### src/hw/rtl/ssp_pkg.sv
package ssp_pkg;

    localparam int SCREEN_WIDTH  = 640;
    localparam int SCREEN_HEIGHT = 480;
    localparam int HALF_W        = SCREEN_WIDTH / 2;
    localparam int HALF_H        = SCREEN_HEIGHT / 2;

    // divider geometry: quotient bits, numerator and divisor magnitudes
    localparam int QW = 17;
    localparam int NW = 45;
    localparam int DW = 40;

    // register stages: diff, products, sums, divider setup, QW steps, output
    localparam int NS = QW + 5;

    typedef struct packed {
        logic [DW-1:0] rem;
        logic [QW-1:0] low;
        logic [QW-1:0] q;
        logic [DW-1:0] den;
    } div_t;

    typedef struct packed {
        logic vis;
        logic csign;
        logic covf;
        logic sovf;
    } side_t;

endpackage

### src/hw/rtl/ssp_div_step.sv
// one restoring division step: brings down one numerator bit
module ssp_div_step (
    input  ssp_pkg::div_t d_in,
    output ssp_pkg::div_t d_out
);

    logic [ssp_pkg::DW:0] trial;
    logic                 ge;
    logic [ssp_pkg::DW:0] diff;

    always_comb
    begin
        trial = {d_in.rem, d_in.low[ssp_pkg::QW-1]};
        ge    = trial >= {1'b0, d_in.den};
        diff  = trial - {1'b0, d_in.den};
        d_out.rem = ge ? diff[ssp_pkg::DW-1:0] : trial[ssp_pkg::DW-1:0];
        d_out.low = {d_in.low[ssp_pkg::QW-2:0], 1'b0};
        d_out.q   = {d_in.q[ssp_pkg::QW-2:0], ge};
        d_out.den = d_in.den;
    end

endmodule

### config.mk
export PLATFORM = sky130hd
export DESIGN_NAME = ssp_div_step
export DESIGN_NICKNAME = d
export VERILOG_FILES = /design/src/hw/rtl/ssp_pkg.sv /design/src/hw/rtl/ssp_div_step.sv
export SDC_FILE = /design/constraint.sdc
export NUM_CORES = 1
export LEC_CHECK = 0
export BUFFER_PORTS_ARGS = -buffer_cell sky130_fd_sc_hd__buf_2
export CAP_MARGIN = 5
export CORE_AREA = 2 2 88 90
export DETAILED_ROUTE_END_ITERATION = 6
export DIE_AREA = 0 0 90 92
export PLACE_DENSITY = 0.93
export SLEW_MARGIN = 5
export SYNTH_ARGS = -nofsm -noshare
export SYNTH_HDL_FRONTEND = slang
export SYNTH_SLANG_ARGS = --single-unit
### constraint.sdc
create_clock -name vclk -period 14.95
set_input_delay 4.485 -clock vclk [all_inputs]
set_output_delay 4.485 -clock vclk [all_outputs]
set_load 0.05 [all_outputs]
==> metrics, run 1 <==
Hold Vio Cnt, Final=0; most frequent cells in the layout=buf_2 (162), nand2_1 (69), o21ai_0 (49), inv_1 (47), ha_1 (40); Placement Setup Slack=2.48 ns; max-cap viol count=0; initial core utilization=46.4%; Initial DRC Count=129; # clk buffers=0; Die X=90 um; Pwr per Cell Area=74.0 nW/um2; post-synthesis cell count=545; commonest non-fill, non-tap cell in the layout=buf_2; CP Buf/Inv Count=2; Worst Tran Pin Value=0.797 ns; Cell Area, Synth=3460 um2; Yosys Warn Count=0; setup bufs post-CTS=0; synthesized area per cell=6.34 um2; hold_buf cts=0; Final Max Slew Viols=0; VDD IR max=0.0396 mV; Comb pwr share=100.0%; diode count=0; Worst path top cell family by delay=compound AO/OA/AOI/OAI gates; Crit path top cell by count=buf_2; Fmax=0.0797 GHz; largest net degree at the start of global routing=40; max incr delay on CP=0.65 ns; first-pass GRT wire length=15000 um; Post-route DRC=0; post-synthesis sequential area ratio=0%; wire length per cell=12.9 um; DP HPWL=7950 um; critical path launch point type=input port; fraction of layout cells with a size suffix above 1=29.7%; Setup WS post-layout=2.40 ns; Slew headroom=46.7%; FILL cells=768; post-route clock period utilization=83.9%; Die H=92 um; Slowest-stage cell, CP=o41ai_1; port bufs=162; Area Overhead vs Synth=8.18%; sw frac=71.7%; grt ovf=0; leakage power=1.97 nW; vias in the first global route=3493; number of routed nets with antenna violations=0; routability cong.=0.925; worst-path maximum fanout=5; total wire length=9180 um; unrepaired setup endpoints after global routing=no; total die area=8280 um2; Final nets=767; crit path cell chain=buf_2, ha_1, fa_1, nand2b_1, a21oi_1, nor2_1, o41ai_1, nand2_1, a31oi_1, a22oi_1, o311ai_1, mux2_2, buf_2; vias per cell=5.42; switching pwr=198 uW; row count=32; via count=3856; count of cell types in the netlist=60; critical path type=in2out; Arr. time, crit path=8.06 ns; core region area=7450 um2; total global-route track usage=20.4%; initial antenna violation count=0; Clock Power Share=0%; Register Area=0 um2; CTS resizes=0; status=complete, no violations; setup TNS=0 ns; post-synthesis net count=700; WP data required=10.47 ns; min Tclk post-route=12.55 ns; Detailed Routing Iterations Pass 1=4; Int Power=78.4 uW; Reg power frac=0%; worst min path class=in2out; Seq Cell Count=0; Worst Setup End Kind=primary output; Final Setup Violations=0; IO Pins=228
==> area by class of cell <==
type | count | area, um2 | area share [%]
multi-input cells | 399 | 2610 | 69.9
repair buffers | 163 | 818 | 21.9
inverters | 48 | 180 | 4.82
well taps | 102 | 128 | 3.41
==> final timing paths <==
check,startpoint,to,slack [ns],cells past startpoint
min,d_in[44],d_out[45],8.97,0
max,d_in[0],d_out[110],2.40,13
==> logic make-up (layout without fill, tap and decap cells) <==
| family | count (synthesis) | in the layout | share of synthesized area (%) |
|---|---|---|---|
| compound gates | 156 | 156 | 28.2 |
| buf+inv | 146 | 211 | 24.6 |
| fa+ha+maj | 41 | 41 | 15.1 |
| mux | 3 | 3 | 0.941 |
| simple gates | 164 | 164 | 22.4 |
| xor+xnor | 34 | 34 | 8.61 |
| other cells | 1 | 1 | 0.108 |
==> synth_stat cells (2+ instances only) <==
cell type | count | share of area (%)
o41ai_1 | 2 | 0.51
or3_1 | 2 | 0.36
o21bai_1 | 3 | 0.65
nor2_1 | 29 | 3.1
a211oi_1 | 3 | 0.65
and2_1 | 5 | 0.90
nand3_1 | 17 | 2.5
buf_2 | 11 | 1.6
o211ai_1 | 4 | 0.87
o211ai_2 | 2 | 0.72
clkbuf_1 | 11 | 1.2
nand2b_1 | 4 | 0.72
inv_1 | 47 | 5.1
o21a_1 | 4 | 0.87
nand2_1 | 69 | 7.5
nor4_1 | 2 | 0.36
a31oi_1 | 6 | 1.1
ha_1 | 40 | 14
xnor2_1 | 14 | 3.5
buf_4 | 75 | 16
nor2b_1 | 4 | 0.72
a22o_1 | 2 | 0.51
a41oi_1 | 2 | 0.51
a22oi_1 | 2 | 0.43
a21o_1 | 13 | 2.8
and3_1 | 2 | 0.36
o21ai_1 | 9 | 1.3
or2_2 | 3 | 0.54
xor2_1 | 20 | 5.1
o31ai_1 | 3 | 0.65
a21oi_1 | 39 | 5.6
nor3_1 | 12 | 1.7
o21ai_0 | 49 | 7.1
mux2_2 | 2 | 0.65
nand4_1 | 8 | 1.4
==> power by group through the flow <==
stage | Sequential [mW] | Combinational (mW) | Clock, mW
3_3_place_gp | 0 | 0.273 | 0
6_report | 0 | 0.277 | 0
5_1_grt | 0 | 0.296 | 0
3_5_place_dp | 0 | 0.275 | 0
2_1_floorplan | 0 | 0.246 | 0
4_1_cts | 0 | 0.276 | 0
==> per-layer routing <==
layer	share of wire (%)	global-route usage (%)	vias to the layer above
li1	-	-	1943
met1	42	24.7	1733
met2	50	39.8	172
met3	7.3	2.47	8
met4	0.64	1.79	0
met5	0	0	-
==> stage by stage <==
stage / hold WS [ns] / power [mW] / std cells / util, % / cell area [um2]
2_1_floorplan: 9.14 / 0.246 / 545 / - / 3460
5_1_grt: 8.97 / 0.296 / 712 / 50.2 / 3740
6_report: 8.97 / 0.277 / 712 / 50.2 / 3740
4_1_cts: 8.97 / 0.276 / 712 / 50.2 / 3740
3_3_place_gp: 8.97 / 0.273 / 712 / 50.2 / 3740
3_5_place_dp: 8.97 / 0.275 / 712 / 50.2 / 3740
Note: power is estimated with default switching activity, not from simulation.
==> run 2: changes to the inputs <==
- CORE_AREA: 2 2 88 90 -> not set
- CORE_UTILIZATION: not set -> 45
- DIE_AREA: 0 0 90 92 -> not set
- PLACE_DENSITY: 0.93 -> 0.89
- clock period: 14.95 -> 12.6 ns (I/O delays scaled with it)
==> metrics, run 2 (same netlist as run 1, synthesis figures left out) <==
vias in the first global route=3392 (-2.9%); commonest non-fill, non-tap cell in the layout=buf_2; grt ovf=0 (unchanged); FILL cells=763 (-0.65%); post-route clock period utilization=87.6%; Pwr per Cell Area=88.1 nW/um2 (+19%); status=complete, no violations; Post-Place Cells=709 (-0.42%); total global-route track usage=22.6% (+2.2 points); initial core utilization=47.2% (+0.74 points); diode count=0 (unchanged); Worst Tran Pin Value=0.811 ns (+0.0132 ns); Area Overhead vs Synth=8.07%; DP HPWL=8310 um (+4.6%); largest net degree at the start of global routing=40 (unchanged); final instance area=3740 um2 (-0.10%); Post-route DRC=0 (unchanged); critical path type=in2out; Final Core Density=51.0% (+0.75 points); total die area=8040 um2 (-2.9%); most frequent cells in the layout=buf_2 (162), nand2_1 (69), o21ai_0 (49), inv_1 (47), ha_1 (40); IO Pins=228 (unchanged); total wire length=9610 um (+4.7%); number of routed nets with antenna violations=0 (unchanged); CTS resizes=0 (unchanged); Worst path top cell family by delay=compound AO/OA/AOI/OAI gates; hold_buf cts=0 (unchanged); critical path launch point type=input port; VDD IR max=0.0518 mV (+31%); wire length per cell=13.6 um (+5.1%); Register Area=0 um2 (unchanged); unrepaired setup endpoints after global routing=no; initial antenna violation count=0 (unchanged); Seq Cell Count=0 (unchanged); via count=3859 (+0.078%); CP Buf/Inv Count=4 (+2); port bufs=162 (unchanged); Arr. time, crit path=7.25 ns (-0.81 ns); row count=31 (-3.1%); worst min path class=in2out; vias per cell=5.44 (+0.50%); WHS Path Cells=0 (unchanged); leakage power=1.97 nW (unchanged); worst-path maximum fanout=36 (+31); Final nets=767 (unchanged); first-pass GRT wire length=14900 um (-0.70%); Cell Count, Final, Fillers Out=709 (-0.42%); Final Max Slew Viols=0 (unchanged); Detailed Routing Iterations Pass 1=5 (+1); max incr delay on CP=0.67 ns (+0.02 ns); WP data required=8.82 ns (-1.65 ns); # clk buffers=0 (unchanged); total power=329 uW (+19%); Endpoint, Worst Hold=d_out[45]; max-cap viol count=0 (unchanged); setup bufs post-CTS=0 (unchanged); routability cong.=0.885 (-4.4%); Worst Setup End Kind=primary output; Final Setup Violations=0 (unchanged); Slowest-stage cell, CP=a21oi_4; min Tclk post-route=11.03 ns; Fmax=0.0906 GHz; Initial DRC Count=175 (+36%); Die H=89.7 um (-2.6%); core region area=7330 um2 (-1.6%); Hold Vio Cnt, Final=0 (unchanged); placed cell area=3740 um2 (-0.10%); Slew headroom=45.8% (-0.88 points); setup TNS=0 ns (unchanged); hold_sp=d_in[44]; Die X=89.7 um (-0.39%); fraction of layout cells with a size suffix above 1=29.7% (unchanged); crit path cell chain=buf_2, inv_1, ha_1, a21oi_1, o211ai_1, a21o_1, and4_1, a21oi_1, nor2_1, a21oi_4, inv_2, and3_1, a221oi_2, buf_2
## run 2: cell counts in the layout (fill, tap and decap cells not counted)
Identical to the previous run, type by type.
## run 2: where the power goes
| part | internal (mW) | switching, mW | total, mW |
|---|---|---|---|
| Clock | 0 | 0 | 0 |
| Combinational | 0.0930 | 0.236 | 0.329 |
| Sequential | 0 | 0 | 0 |
| Total | 0.0930 | 0.236 | 0.329 |
## run 2: how the worst max path moves through the flow
stage                  start          to  slack [ns]  depth (start not counted)
finish              d_in[14]  d_out[113]        1.57                         14
global route        d_in[14]   d_out[82]        1.33                         14
CTS                 d_in[14]  d_out[113]        1.59                         14
detailed placement  d_in[14]  d_out[113]        1.59                         14
global placement     d_in[0]  d_out[110]        1.63                         13
floorplan            d_in[6]  d_out[109]        1.59                         11
## run 2: cell type report
class | instances | area (um2) | share of cell area [%]
Inverter | 48 | 180 | 4.82
Tap cell | 99 | 124 | 3.32
Multi-Input combinational cell | 399 | 2610 | 70.0
Timing Repair Buffer | 163 | 818 | 21.9
## run 2: layer usage
layer,vias up,GRT usage [%],share of wire (%)
li1,1952,-,-
met1,1718,26.7,42
met2,167,44.6,51
met3,22,1.55,5.9
met4,0,4.18,1.5
met5,-,0,0
## run 2: metrics by stage
stage / setup slack (ns) / hold WS, ns
after floorplan: 1.59 / 7.73
after global routing: 1.33 / 7.56
after CTS: 1.59 / 7.56
after detailed placement: 1.59 / 7.56
after global placement: 1.63 / 7.56
final: 1.57 / 7.56
